$ cat src/hdl/dmf_pkg.sv
// Shared types, codes and helper functions for the drive mixer with failsafe.
package dmf_pkg;

    // Register reset values
    localparam logic [14:0] DEADBAND_RST  = 15'd50;
    localparam logic [14:0] MAX_SPEED_RST = 15'd1000;
    localparam logic [15:0] TIMEOUT_RST   = 16'd500;
    localparam logic        FS_EN_RST     = 1'b1;

    // Elapsed counter saturates at all ones
    localparam logic [16:0] ELAPSED_MAX = 17'h1FFFF;

    // Divider geometry: |side| * max_speed over the larger magnitude
    localparam int DIV_DIVIDEND_W = 32;
    localparam int DIV_DIVISOR_W  = 17;
    localparam int DIV_QUOT_W     = 15;
    localparam int DIV_CNT_W      = 4;

    typedef enum logic [3:0] {
        REQ_TANK    = 4'd0,
        REQ_ARCADE  = 4'd1,
        REQ_LEFT    = 4'd2,
        REQ_RIGHT   = 4'd3,
        REQ_WEAPON  = 4'd4,
        REQ_ARM     = 4'd5,
        REQ_DISARM  = 4'd6,
        REQ_STOP    = 4'd7,
        REQ_TICK    = 4'd8
    } req_t;

    typedef enum logic [1:0] {
        CFG_DEADBAND  = 2'd0,
        CFG_MAX_SPEED = 2'd1,
        CFG_TIMEOUT   = 2'd2,
        CFG_FS_EN     = 2'd3
    } cfg_idx_t;

    typedef enum logic [2:0] {
        S_IDLE,
        S_EXEC,
        S_MUL,
        S_DIV,
        S_DONE
    } state_t;

    // Divider handshake status
    typedef struct packed {
        logic busy;
        logic done;
    } div_stat_t;

    // Magnitude of an 18 bit signed value
    function automatic logic [17:0] mag18(input logic signed [17:0] v);
        return v[17] ? 18'(-v) : 18'(v);
    endfunction

    // Zero below the deadband, then clamp to plus or minus the limit
    function automatic logic signed [15:0] shape(input logic signed [17:0] v,
                                                 input logic [14:0] db,
                                                 input logic [14:0] lim);
        logic signed [17:0] lim_s;
        logic signed [17:0] r;
        lim_s = signed'({3'b000, lim});
        r = v;
        if (mag18(v) < {3'b000, db})
            r = '0;
        if (r > lim_s)
            r = lim_s;
        if (r < -lim_s)
            r = -lim_s;
        return r[15:0];
    endfunction

endpackage

$ cat src/hdl/dmf_div.sv
// Iterative restoring divider, one quotient bit per cycle.
module dmf_div
    import dmf_pkg::*;
(
    input  logic                      clk,
    input  logic                      rst_n,
    input  logic                      start,
    input  logic [DIV_DIVIDEND_W-1:0] dividend,
    input  logic [DIV_DIVISOR_W-1:0]  divisor,
    output div_stat_t                 stat,
    output logic [DIV_QUOT_W-1:0]     quotient
);

    logic [DIV_DIVISOR_W-1:0] rem_reg, rem_next;
    logic [DIV_DIVISOR_W-1:0] dvs_reg, dvs_next;
    logic [DIV_QUOT_W-1:0]    quo_reg, quo_next;
    logic [DIV_CNT_W-1:0]     cnt_reg, cnt_next;
    logic                     busy_reg, busy_next;
    logic                     done_reg, done_next;

    logic [DIV_DIVISOR_W:0]   trial;
    logic [DIV_DIVISOR_W:0]   diff;
    logic                     ge;

    // Trial subtract of the shifted remainder
    always_comb
    begin
        trial = {rem_reg, quo_reg[DIV_QUOT_W-1]};
        diff  = trial - {1'b0, dvs_reg};
        ge    = (trial >= {1'b0, dvs_reg});
    end

    // Load on start, then shift one quotient bit in per cycle
    always_comb
    begin
        rem_next  = rem_reg;
        dvs_next  = dvs_reg;
        quo_next  = quo_reg;
        cnt_next  = cnt_reg;
        busy_next = busy_reg;
        done_next = 1'b0;
        if (start)
        begin
            // High dividend bits are already below the divisor
            rem_next  = dividend[DIV_DIVIDEND_W-1:DIV_QUOT_W];
            quo_next  = dividend[DIV_QUOT_W-1:0];
            dvs_next  = divisor;
            cnt_next  = DIV_CNT_W'(DIV_QUOT_W);
            busy_next = 1'b1;
        end
        else if (busy_reg)
        begin
            rem_next = ge ? diff[DIV_DIVISOR_W-1:0] : trial[DIV_DIVISOR_W-1:0];
            quo_next = {quo_reg[DIV_QUOT_W-2:0], ge};
            cnt_next = cnt_reg - 1'b1;
            if (cnt_reg == DIV_CNT_W'(1))
            begin
                busy_next = 1'b0;
                done_next = 1'b1;
            end
        end
    end

    always_ff @(posedge clk or negedge rst_n)
    begin
        if (!rst_n)
        begin
            rem_reg  <= '0;
            dvs_reg  <= '0;
            quo_reg  <= '0;
            cnt_reg  <= '0;
            busy_reg <= 1'b0;
            done_reg <= 1'b0;
        end
        else
        begin
            rem_reg  <= rem_next;
            dvs_reg  <= dvs_next;
            quo_reg  <= quo_next;
            cnt_reg  <= cnt_next;
            busy_reg <= busy_next;
            done_reg <= done_next;
        end
    end

    assign stat.busy = busy_reg;
    assign stat.done = done_reg;
    assign quotient  = quo_reg;

endmodule

$ cat src/hdl/drive_mixer_with_failsafe_core.sv
// Top level of the drive mixer with command timeout failsafe.
//
// Each request yields one result: the drive, weapon, armed and failsafe state
// after the request. Tank, left, right, weapon, arm, disarm, stop-all and tick
// requests go from execute straight to the result. An arcade request whose
// mix exceeds max speed is rescaled through one shared 15-step restoring
// divider, once per side. The block takes one request at a time; a finished
// result sits in an output register so a new request can be accepted while
// it waits. Configuration writes go straight to the registers and are meant
// for idle.
module drive_mixer_with_failsafe_core
    import dmf_pkg::*;
(
    input  logic               clk,
    input  logic               rst_n,
    // Request channel
    input  logic               in_valid,
    output logic               in_ready,
    input  logic [3:0]         req_type,
    input  logic signed [15:0] value_a,
    input  logic signed [15:0] value_b,
    // Result channel
    output logic               out_valid,
    input  logic               out_ready,
    output logic signed [15:0] left_out,
    output logic signed [15:0] right_out,
    output logic [14:0]        weapon_out,
    output logic               armed_out,
    output logic               failsafe_active,
    // Configuration write port
    input  logic               cfg_we,
    input  logic [1:0]         cfg_index,
    input  logic [15:0]        cfg_data
);

    state_t state_reg, state_next;

    // Configuration
    logic [14:0] deadband_reg;
    logic [14:0] max_speed_reg;
    logic [15:0] timeout_reg;
    logic        fs_en_reg;

    // Architectural state
    logic signed [15:0] left_speed_reg, left_speed_next;
    logic signed [15:0] right_speed_reg, right_speed_next;
    logic [14:0]        weapon_speed_reg, weapon_speed_next;
    logic               armed_reg, armed_next;
    logic               latched_reg, latched_next;
    logic [16:0]        elapsed_reg, elapsed_next;

    // Working registers
    logic [3:0]         req_reg, req_next;
    logic signed [15:0] a_reg, a_next;
    logic signed [15:0] b_reg, b_next;
    logic signed [17:0] mix_l_reg, mix_l_next;
    logic signed [17:0] mix_r_reg, mix_r_next;
    logic [16:0]        big_reg, big_next;
    logic               side_reg, side_next;
    logic [14:0]        q_l_reg, q_l_next;

    // Result registers
    logic               out_valid_reg, out_valid_next;
    logic signed [15:0] left_out_reg;
    logic signed [15:0] right_out_reg;
    logic [14:0]        weapon_out_reg;
    logic               armed_out_reg;
    logic               fs_out_reg;

    // Control
    logic in_fire;
    logic slot_free;
    logic out_load;
    logic div_start;
    logic arc_scale;

    // Arcade mix
    logic signed [17:0] a18, b18;
    logic signed [17:0] thr, trn;
    logic signed [17:0] mix_l, mix_r;
    logic [17:0]        mag_l, mag_r;
    logic [17:0]        big;

    // Scaling datapath
    logic [17:0]        mag_sel;
    logic [31:0]        prod;
    logic [16:0]        div_dvs;
    div_stat_t          div_stat;
    logic [14:0]        div_q;
    logic signed [17:0] ql18, qr18;
    logic signed [17:0] scaled_l, scaled_r;

    // Tick
    logic [16:0] elapsed_inc;
    logic        fs_fire;

    assign in_fire   = in_valid && in_ready;
    assign slot_free = !out_valid_reg || out_ready;

    // Mix throttle and turn after the deadband
    always_comb
    begin
        a18   = signed'({{2{a_reg[15]}}, a_reg});
        b18   = signed'({{2{b_reg[15]}}, b_reg});
        thr   = (mag18(a18) < {3'b000, deadband_reg}) ? 18'sd0 : a18;
        trn   = (mag18(b18) < {3'b000, deadband_reg}) ? 18'sd0 : b18;
        mix_l = thr + trn;
        mix_r = thr - trn;
        mag_l = mag18(mix_l);
        mag_r = mag18(mix_r);
        big   = (mag_l > mag_r) ? mag_l : mag_r;
        arc_scale = (big > {3'b000, max_speed_reg});
    end

    // Multiply one side magnitude by max speed for the divider
    always_comb
    begin
        mag_sel  = side_reg ? mag18(mix_r_reg) : mag18(mix_l_reg);
        prod     = 32'(mag_sel[16:0]) * 32'(max_speed_reg);
        div_dvs  = big_reg;
        ql18     = signed'({3'b000, q_l_reg});
        qr18     = signed'({3'b000, div_q});
        scaled_l = mix_l_reg[17] ? -ql18 : ql18;
        scaled_r = mix_r_reg[17] ? -qr18 : qr18;
    end

    // Advance and saturate the elapsed counter
    always_comb
    begin
        elapsed_inc = (elapsed_reg < ELAPSED_MAX) ? elapsed_reg + 17'd1 : elapsed_reg;
        fs_fire     = fs_en_reg && (elapsed_inc > {1'b0, timeout_reg}) && !latched_reg;
    end

    dmf_div u_div (
        .clk      (clk),
        .rst_n    (rst_n),
        .start    (div_start),
        .dividend (prod),
        .divisor  (div_dvs),
        .stat     (div_stat),
        .quotient (div_q)
    );

    // Next state
    always_comb
    begin
        state_next = state_reg;
        unique case (state_reg)
            S_IDLE:
            begin
                if (in_fire)
                    state_next = S_EXEC;
            end
            S_EXEC:
            begin
                if ((req_reg == REQ_ARCADE) && arc_scale)
                    state_next = S_MUL;
                else
                    state_next = S_DONE;
            end
            S_MUL:
                state_next = S_DIV;
            S_DIV:
            begin
                if (div_stat.done)
                    state_next = side_reg ? S_DONE : S_MUL;
            end
            S_DONE:
            begin
                if (slot_free)
                    state_next = S_IDLE;
            end
            default:
                state_next = S_IDLE;
        endcase
    end

    // Control outputs
    always_comb
    begin
        in_ready  = (state_reg == S_IDLE);
        div_start = (state_reg == S_MUL);
        out_load  = (state_reg == S_DONE) && slot_free;
    end

    // Datapath updates
    always_comb
    begin
        left_speed_next   = left_speed_reg;
        right_speed_next  = right_speed_reg;
        weapon_speed_next = weapon_speed_reg;
        armed_next        = armed_reg;
        latched_next      = latched_reg;
        elapsed_next      = elapsed_reg;
        req_next          = req_reg;
        a_next            = a_reg;
        b_next            = b_reg;
        mix_l_next        = mix_l_reg;
        mix_r_next        = mix_r_reg;
        big_next          = big_reg;
        side_next         = side_reg;
        q_l_next          = q_l_reg;

        // Capture the request
        if ((state_reg == S_IDLE) && in_fire)
        begin
            req_next = req_type;
            a_next   = value_a;
            b_next   = value_b;
        end

        // Execute the request
        if (state_reg == S_EXEC)
        begin
            unique case (req_reg)
                REQ_TANK:
                begin
                    left_speed_next  = shape(a18, deadband_reg, max_speed_reg);
                    right_speed_next = shape(b18, deadband_reg, max_speed_reg);
                    elapsed_next     = '0;
                    latched_next     = 1'b0;
                end
                REQ_ARCADE:
                begin
                    mix_l_next = mix_l;
                    mix_r_next = mix_r;
                    big_next   = big[16:0];
                    side_next  = 1'b0;
                    if (!arc_scale)
                    begin
                        left_speed_next  = shape(mix_l, deadband_reg, max_speed_reg);
                        right_speed_next = shape(mix_r, deadband_reg, max_speed_reg);
                        elapsed_next     = '0;
                        latched_next     = 1'b0;
                    end
                end
                REQ_LEFT:
                begin
                    left_speed_next = shape(a18, deadband_reg, max_speed_reg);
                    elapsed_next    = '0;
                    latched_next    = 1'b0;
                end
                REQ_RIGHT:
                begin
                    right_speed_next = shape(a18, deadband_reg, max_speed_reg);
                    elapsed_next     = '0;
                    latched_next     = 1'b0;
                end
                REQ_WEAPON:
                begin
                    if (a_reg[15])
                        weapon_speed_next = '0;
                    else if (a_reg[14:0] > max_speed_reg)
                        weapon_speed_next = max_speed_reg;
                    else
                        weapon_speed_next = a_reg[14:0];
                    elapsed_next = '0;
                    latched_next = 1'b0;
                end
                REQ_ARM:
                    armed_next = 1'b1;
                REQ_DISARM:
                begin
                    armed_next        = 1'b0;
                    weapon_speed_next = '0;
                end
                REQ_STOP:
                begin
                    left_speed_next   = '0;
                    right_speed_next  = '0;
                    weapon_speed_next = '0;
                    armed_next        = 1'b0;
                end
                REQ_TICK:
                begin
                    elapsed_next = elapsed_inc;
                    if (fs_fire)
                    begin
                        left_speed_next   = '0;
                        right_speed_next  = '0;
                        weapon_speed_next = '0;
                        armed_next        = 1'b0;
                        latched_next      = 1'b1;
                    end
                end
                default:
                begin
                    // Unused codes change nothing
                end
            endcase
        end

        // Collect the scaled sides
        if ((state_reg == S_DIV) && div_stat.done)
        begin
            if (!side_reg)
            begin
                q_l_next  = div_q;
                side_next = 1'b1;
            end
            else
            begin
                left_speed_next  = shape(scaled_l, deadband_reg, max_speed_reg);
                right_speed_next = shape(scaled_r, deadband_reg, max_speed_reg);
                elapsed_next     = '0;
                latched_next     = 1'b0;
            end
        end
    end

    // Hold the result until taken
    always_comb
    begin
        out_valid_next = out_valid_reg;
        if (out_load)
            out_valid_next = 1'b1;
        else if (out_ready)
            out_valid_next = 1'b0;
    end

    // Configuration registers
    always_ff @(posedge clk or negedge rst_n)
    begin
        if (!rst_n)
        begin
            deadband_reg  <= DEADBAND_RST;
            max_speed_reg <= MAX_SPEED_RST;
            timeout_reg   <= TIMEOUT_RST;
            fs_en_reg     <= FS_EN_RST;
        end
        else if (cfg_we)
        begin
            unique case (cfg_idx_t'(cfg_index))
                CFG_DEADBAND:  deadband_reg  <= cfg_data[14:0];
                CFG_MAX_SPEED: max_speed_reg <= cfg_data[14:0];
                CFG_TIMEOUT:   timeout_reg   <= cfg_data;
                CFG_FS_EN:     fs_en_reg     <= cfg_data[0];
            endcase
        end
    end

    // State and control registers
    always_ff @(posedge clk or negedge rst_n)
    begin
        if (!rst_n)
        begin
            state_reg        <= S_IDLE;
            left_speed_reg   <= '0;
            right_speed_reg  <= '0;
            weapon_speed_reg <= '0;
            armed_reg        <= 1'b1;
            latched_reg      <= 1'b0;
            elapsed_reg      <= '0;
            req_reg          <= '0;
            side_reg         <= 1'b0;
            out_valid_reg    <= 1'b0;
        end
        else
        begin
            state_reg        <= state_next;
            left_speed_reg   <= left_speed_next;
            right_speed_reg  <= right_speed_next;
            weapon_speed_reg <= weapon_speed_next;
            armed_reg        <= armed_next;
            latched_reg      <= latched_next;
            elapsed_reg      <= elapsed_next;
            req_reg          <= req_next;
            side_reg         <= side_next;
            out_valid_reg    <= out_valid_next;
        end
    end

    // Payload registers
    always_ff @(posedge clk)
    begin
        a_reg     <= a_next;
        b_reg     <= b_next;
        mix_l_reg <= mix_l_next;
        mix_r_reg <= mix_r_next;
        big_reg   <= big_next;
        q_l_reg   <= q_l_next;
        if (out_load)
        begin
            left_out_reg   <= left_speed_reg;
            right_out_reg  <= right_speed_reg;
            weapon_out_reg <= weapon_speed_reg;
            armed_out_reg  <= armed_reg;
            fs_out_reg     <= fs_en_reg && (elapsed_reg > {1'b0, timeout_reg});
        end
    end

    assign out_valid       = out_valid_reg;
    assign left_out        = left_out_reg;
    assign right_out       = right_out_reg;
    assign weapon_out      = weapon_out_reg;
    assign armed_out       = armed_out_reg;
    assign failsafe_active = fs_out_reg;

endmodule
$ cat config.mk
export PLATFORM = sky130hd
export DESIGN_NAME = drive_mixer_with_failsafe_core
export DESIGN_NICKNAME = d
export VERILOG_FILES = /design/src/hdl/dmf_pkg.sv /design/src/hdl/dmf_div.sv /design/src/hdl/drive_mixer_with_failsafe_core.sv
export SDC_FILE = /design/constraint.sdc
export NUM_CORES = 2
export LEC_CHECK = 0
export BUFFER_PORTS_ARGS = -buffer_cell sky130_fd_sc_hd__clkbuf_2
export CAP_MARGIN = 20
export CELL_PAD_IN_SITES_DETAIL_PLACEMENT = 0
export CELL_PAD_IN_SITES_GLOBAL_PLACEMENT = 1
export CORE_ASPECT_RATIO = 0.5
export CORE_MARGIN = 2
export CORE_UTILIZATION = 30
export DETAILED_ROUTE_END_ITERATION = 7
export HOLD_SLACK_MARGIN = 0.12
export PLACE_DENSITY = 0.62
export SYNTH_ARGS = -nofsm -noshare
export SYNTH_HDL_FRONTEND = slang
export SYNTH_SLANG_ARGS = --single-unit
$ cat constraint.sdc
create_clock -name clk -period 13.74 [get_ports clk]
set_clock_uncertainty 0.1 [all_clocks]
set_input_delay 0 -clock clk [delete_from_list [all_inputs] [get_ports clk]]
set_output_delay 0 -clock clk [all_outputs]
set_load 0.02 [all_outputs]
After elaboration in Yosys (flattened, before gate mapping)
Index checks and enable logic that the tools add are counted.
{ "op_classes": {"order_cmp": 29, "mux": 125, "bitwise": 1, "n_eq_ne": 20, "reduce_logical": 29, "n_addsub": 16, "multipliers": 1} }
{ "op_table": {"columns": ["cell", "n"], "rows": [
  ["18-bit 2-to-1 mux", 59],
  ["16-bit 2-to-1 mux", 18],
  ["17-bit 2-to-1 mux", 11],
  ["16-bit one-hot mux with 5 select lines", 2],
  ["18-bit by 16-bit greater-than comparator with 1-bit output", 8],
  ["18-bit less-than comparator", 8],
  ["18-bit by 15-bit less-than comparator with 1-bit output", 6],
  ["15-bit 2-to-1 mux", 5],
  ["18-bit negation", 4],
  ["15-bit negation with 18-bit output", 3],
  ["17-bit one-hot mux with 3 select lines", 1],
  ["15-bit one-hot mux with 3 select lines", 1],
  ["16-bit negation with 18-bit output", 2],
  ["17-bit by 16-bit greater-than comparator with 1-bit output", 2],
  ["17-bit negation", 2],
  ["17-bit by 15-bit multiplier with 32-bit output", 1],
  ["18-bit adder", 1],
  ["18-bit by 17-bit greater-or-equal comparator with 1-bit output", 1],
  ["18-bit by 15-bit greater-than comparator with 1-bit output", 1],
  ["18-bit greater-than comparator", 1],
  ["1-bit 2-to-1 mux", 18],
  ["18-bit subtractor", 1],
  ["17-bit by 1-bit adder with 17-bit output, second input constant", 1],
  ["17-bit less-than comparator, second input constant", 1],
  ["other kinds (31)", 63]
]} }
{ "word_totals": {"in_bits": 59, "elab_cells": 252, "out_inout_bits": 51, "register_bits": 326} }

Longest topological paths before layout
{ "logic_depth": {"depth_word": 25, "ltp_mapped": 67} }

Cells and area by module
From an unflattened synthesis, not the netlist that was laid out.
{ "unflattened": {"cells_unflattened": 4486, "hier_area_um2": 38912.3} }
{ "by_module_without_submodules": {"columns": ["module", "instances", "seq_area_each_um2", "area_each_um2", "cells_per_inst"], "rows": [
  ["drive_mixer_with_failsafe_core", 1, 7488.4, 35387.7, 4098],
  ["dmf_div", 1, 1376.3, 3524.6, 388]
]} }

Least setup slack after synthesis
OpenSTA, ideal clock, no wires.
{ "synth_path": {"path_kind": "reg2reg", "startpoint": "reg a_reg[2]", "endpoint": "reg right_speed_reg[12]", "t_required_ns": 13.493, "t_arrival_ns": 12.860, "stages_incl_launch_ff": 64, "setup_ns": 0.147, "period_less_slack_ns": 13.107, "setup_slack_ns": 0.633, "cell_sequence": "edfxtp_1 or3_1 or3_1 or2_1 o41ai_1 xnor2_1 ha_1 a21o_1 a21o_1 a21o_1 a21oi_1 o21a_1 nand2_1 clkbuf_1 and2_1 ha_1 buf_2 and3_1 [... 28 more ...] buf_2 buf_2 mux2_1 ha_1 a21o_1 a21o_1 a21o_1 a21oi_1 nor2b_1 o21ai_0 nand2b_1 a211oi_1 a221o_1 a31o_1 buf_2 mux2_2 a221oi_1 a311oi_1"} }
{ "synth_via": {"elab_chain_cells": 24} }
{ "synth_lines": {"columns": ["element", "line_no", "rtl"], "rows": [
  ["start, declared", "drive_mixer_with_failsafe_core.sv:54", "logic signed [15:0] a_reg, a_next;"],
  ["start signal, assigned", "drive_mixer_with_failsafe_core.sv:376", "a_reg <= a_next;"],
  ["16-bit negation with 18-bit output", "dmf_pkg.sv:54", "return v[17] ? 18'(-v) : 18'(v);"],
  ["18-bit 2-to-1 mux", "dmf_pkg.sv:54", null],
  ["18-bit by 15-bit less-than comparator with 1-bit output", "drive_mixer_with_failsafe_core.sv:105", "thr = (mag18(a18) < {3'b000, deadband_reg}) ? 18'sd0 : a18;"],
  ["18-bit 2-to-1 mux *", "drive_mixer_with_failsafe_core.sv:105", null],
  ["18-bit subtractor *", "drive_mixer_with_failsafe_core.sv:108", "mix_r = thr - trn;"],
  ["via mix_r[17]", "drive_mixer_with_failsafe_core.sv:80", "logic signed [17:0] mix_l, mix_r;"],
  ["18-bit negation", "dmf_pkg.sv:54", null],
  ["18-bit 2-to-1 mux", "dmf_pkg.sv:54", null],
  ["[... 10 more ...]", null, null],
  ["18-bit less-than comparator", "dmf_pkg.sv:69", "if (r < -lim_s)"],
  ["16-bit 2-to-1 mux", "dmf_pkg.sv:69", null],
  ["16-bit 2-to-1 mux *", "drive_mixer_with_failsafe_core.sv:229", "if (!arc_scale)"],
  ["16-bit one-hot mux with 5 select lines *", "drive_mixer_with_failsafe_core.sv:215", "unique case (req_reg)"],
  ["16-bit 2-to-1 mux *", "drive_mixer_with_failsafe_core.sv:213", "if (state_reg == S_EXEC)"],
  ["16-bit 2-to-1 mux", "drive_mixer_with_failsafe_core.sv:296", "if (!side_reg)"],
  ["16-bit 2-to-1 mux *", "drive_mixer_with_failsafe_core.sv:294", "if ((state_reg == S_DIV) && div_stat.done)"],
  ["via right_speed_next[12]", "drive_mixer_with_failsafe_core.sv:46", "logic signed [15:0] right_speed_reg, right_speed_next;"],
  ["end signal, assigned", "drive_mixer_with_failsafe_core.sv:362", "right_speed_reg <= right_speed_next;"],
  ["end, declared", "drive_mixer_with_failsafe_core.sv:46", null]
]} }
The timed path passes the listed nets; every way through them passes the cells marked *. The select of a mux whose other input is x is not followed.
A chain may end at the register's enable or synchronous reset.

Worst setup path after layout
{ "layout_path": {"startpoint": "reg a_reg[5]", "endpoint": "reg left_speed_reg[3]"} }
{ "layout_via": {"elab_chain_cells": 24} }
{ "layout_lines": {"columns": ["element", "line_no", "rtl"], "rows": [
  ["16-bit negation with 18-bit output", "dmf_pkg.sv:54", null],
  ["18-bit 2-to-1 mux", "dmf_pkg.sv:54", null],
  ["18-bit by 15-bit less-than comparator with 1-bit output", "drive_mixer_with_failsafe_core.sv:105", null],
  ["18-bit 2-to-1 mux *", "drive_mixer_with_failsafe_core.sv:105", null],
  ["18-bit adder *", "drive_mixer_with_failsafe_core.sv:107", "mix_l = thr + trn;"],
  ["via mix_l[5]", "drive_mixer_with_failsafe_core.sv:80", null],
  ["18-bit negation", "dmf_pkg.sv:54", null],
  ["18-bit 2-to-1 mux", "dmf_pkg.sv:54", null],
  ["[... 10 more ...]", null, null],
  ["18-bit less-than comparator", "dmf_pkg.sv:69", null],
  ["16-bit 2-to-1 mux", "dmf_pkg.sv:69", null],
  ["16-bit 2-to-1 mux *", "drive_mixer_with_failsafe_core.sv:229", null],
  ["16-bit one-hot mux with 5 select lines *", "drive_mixer_with_failsafe_core.sv:215", null],
  ["16-bit 2-to-1 mux *", "drive_mixer_with_failsafe_core.sv:213", null],
  ["16-bit 2-to-1 mux", "drive_mixer_with_failsafe_core.sv:296", null],
  ["16-bit 2-to-1 mux *", "drive_mixer_with_failsafe_core.sv:294", null],
  ["via left_speed_next[3]", "drive_mixer_with_failsafe_core.sv:45", "logic signed [15:0] left_speed_reg, left_speed_next;"],
  ["end signal, assigned", "drive_mixer_with_failsafe_core.sv:361", "left_speed_reg <= left_speed_next;"],
  ["end, declared", "drive_mixer_with_failsafe_core.sv:45", null]
]} }
Marked as above.

==> results.tsv <==
stage	metric	value	unit
status	status	finished, final reports clean	
hold_path	cell depth of the worst hold path	3	
sta	Worst-Margin Slew	1.09	ns
die	Die Height	258	um
sta	hold_ws	0.129	ns
synth	Synthesized Nets	5159	
place	Place WS	0.0668	ns
synth	Syn. warnings	0	
sta	Hold Fails Final Rpt	0	
global_route	pin count of the biggest net entering global routing	79	
finish	fillcell total	13100	
die	Boundary Pins	110	
finish	final net count	5545	
cts	Longest Clk Path Bufs	3	
cts	total CTS buffers	39	
global_route	first-pass GRT wire length	237000	um
run	max-capacitance violation count	0	
synth	mapped cell area	0.0388	sq mm
sta	Fmax achieved	0.0757	GHz
critical_path	critical path class	flip-flop to flip-flop	
die	Core ar.	0.129	sq mm
critical_path	R2R Path End	left_speed_reg[3]	
drt	Vias	35200	
cts	Clock Pin Slew Worst Setup and Hold Paths	0.07	ns
die	starting density of the core	30.2	%
drt	Routed Antenna Nets	0	
place	port bufs	109	
critical_path	CP startpoint kind	flip-flop	
finish	Final Cell Area	0.0460	sq mm
sta	crit share post-route	96.2	%
critical_path	critical path endpoint category	flip-flop	
critical_path	CP Max Fanout	11	
sta	final setup fails	0	
finish	most frequent cells in the layout	511 x ha_1, 472 x nand2_1, 394 x inv_1	
global_route	GRT Util Overall	23.9	%
hold_path	worst min path class	primary input to flip-flop	
sta	worst rel slew slack	26.5	%
hold_path	Worst Min Path Start	req_type[3]	
synth	count of state elements after synthesis	324	
finish	layout overhead on the synthesized area	18.5	%
die	chip width	513	um
synth	Cell variety after synth	110	
sta	Final Max Tran Viols	0	
sta	crit path time final	13.22	ns
place	placed instance area	0.0431	sq mm
place	hpwl dp	127000	um
critical_path	FF-to-FF setup slack	0.52	ns
synth	EDFF count, synth	147	
synth	Gate Count Post-Synth	4391	
finish	layout cells sized above 1	14.6	%
drt	routed len/inst	24.7	um
critical_path	crit path DAT	13.54	ns
critical_path	cells on worst reg2reg path	59	
cts	H-tree Lvls	2	
critical_path	Req. time, crit path	14.06	ns
place	RD Place Congestion	0.979	
critical_path	R2R Path Start	a_reg[5]	
drt	DRC	0	
critical_path	CP max stage delay	0.65	ns
hold_path	Worst Hold End	req_reg[3]	
critical_path	Top cell by count, worst path	a21o_1	
global_route	Congestion Overflow GR	0	
sta	Fin Setup TNS	0	ns
cts	CTS tree	done	
global_route	initial antenna violation count	8	
die	die area	0.132	sq mm
synth	ys async rst share	54.6	%
drt	DRT Pass-1 Iters	5	
synth	Mean Syn Cell Area	8.84	sq um
critical_path	slowest CP cell	a2111oi_0	
drt	final wirelength	161000	um
die	row count	93	
cts	CTS root buf	clkbuf_16	
finish	Largest register FFs	18	
sta	Final WS setup	0.525	ns
synth	top_reg_cell synth	dfrtp_1	
finish	most common cell after layout, fill and taps aside	ha_1	
cts	worst-skew pair later-pin latency	0.61	ns
drt	drt via density	5.40	
drt	DRT iter0 DRCs	3010	
global_route	vias in the first global route	34900	
cts	clock sink count	324	
synth	register area share after synthesis	22.8	%
-- cell type report --
class / instances / area [sq um] / share of cell area [%]
Timing Repair Buffer: 531 / 4140 / 9.01
Tap cell: 1710 / 2140 / 4.65
Clock inverter: 27 / 324 / 0.705
Inverter: 405 / 1520 / 3.31
Clock buffer: 43 / 991 / 2.16
Multi-Input combinational cell: 3476 / 28000 / 60.9
Antenna cell: 3 / 7.51 / 0.0163
Sequential cell: 324 / 8870 / 19.3
-- synthesized netlist by cell type, types with 27 or more instances --
cell type  number  area [sq um]
ha_1          513          6420
nand2_1       475          1780
inv_1         394          1480
o21ai_0       294          1470
nor2_1        255           957
a21oi_1       216          1080
fa_1          196          3920
dfrtp_1       160          4000
xnor2_1       156          1370
edfxtp_1      147          4410
clkbuf_1      142           533
and2_1        123           769
a21o_1        109           818
mux2i_1        92           921
mux2_2         77           867
nand4_1        68           425
nor2b_1        64           400
xor2_1         61           534
nand3_1        60           300
nand2b_1       58           363
nor3_1         58           290
o211ai_1       43           323
o31ai_1        38           285
a211oi_1       36           270
or3_1          34           213
a221oi_1       32           280
a31oi_1        28           175
buf_2          27           135
-- worst max-delay path, delay by kind of cell, from the launching register on --
family          cells  cell delay [ns]
compound gates     31             6.26
xor+xnor            2             0.34
fa+ha+maj           5             1.51
buf+inv             6             0.89
flops               1             0.40
mux                 2             0.67
simple gates       13             2.91
-- metrics by stage --
stage | instances | utilization (%)
2_1_floorplan | 4391 | -
3_3_place_gp | 6311 | 33.5
4_1_cts | 6506 | 35.5
6_report | 6519 | 35.8
5_1_grt | 6516 | 35.8
3_5_place_dp | 6312 | 33.5
-- cells by family after synthesis --
| kind of cell | count (synthesis) | share of synthesized area [%] |
|---|---|---|
| AOI/OAI and AO/OA | 1027 | 17.6 |
| xor gates and xnor gates | 218 | 4.94 |
| adders and majority gates | 711 | 26.7 |
| buffers and inverters | 592 | 5.93 |
| DFF | 324 | 22.8 |
| muxes | 184 | 5.15 |
| other | 2 | 0.0194 |
| and+or+nand+nor | 1333 | 16.9 |
-- how the worst max path moves through the flow --
stage | start | cells past startpoint | slack [ns] | to
after global routing | a_reg[2] | 64 | -0.03 | left_speed_reg[11]
after CTS | b_reg[7] | 58 | 0.04 | right_speed_reg[8]
final | a_reg[5] | 59 | 0.52 | left_speed_reg[3]
after global placement | b_reg[7] | 58 | 0.31 | right_speed_reg[8]
after floorplan | a_reg[2] | 63 | 0.63 | right_speed_reg[12]
after detailed placement | b_reg[7] | 58 | 0.07 | right_speed_reg[12]
-- metal layers --
metal	global-route usage, %	part of all wire [%]	vias to the layer above
met5	0	0.018	-
li1	-	-	16300
met1	35.1	48	17500
met2	36.5	42	1135
met4	6.94	3.2	4
met3	3.00	6.8	228
-- repair_timing --
item,in CTS,in global routing
pin swaps,0,17
gates cloned,0,1
gates resized for setup,1,49
endpoints found under the hold margin,175,0
setup buffers,0,8
endpoints found under the setup margin,1,32
hold buffers,124,0
Power is left out: the tool's default activity adds up to more than one toggle a clock period on the data nets, which glitch-free logic cannot reach.
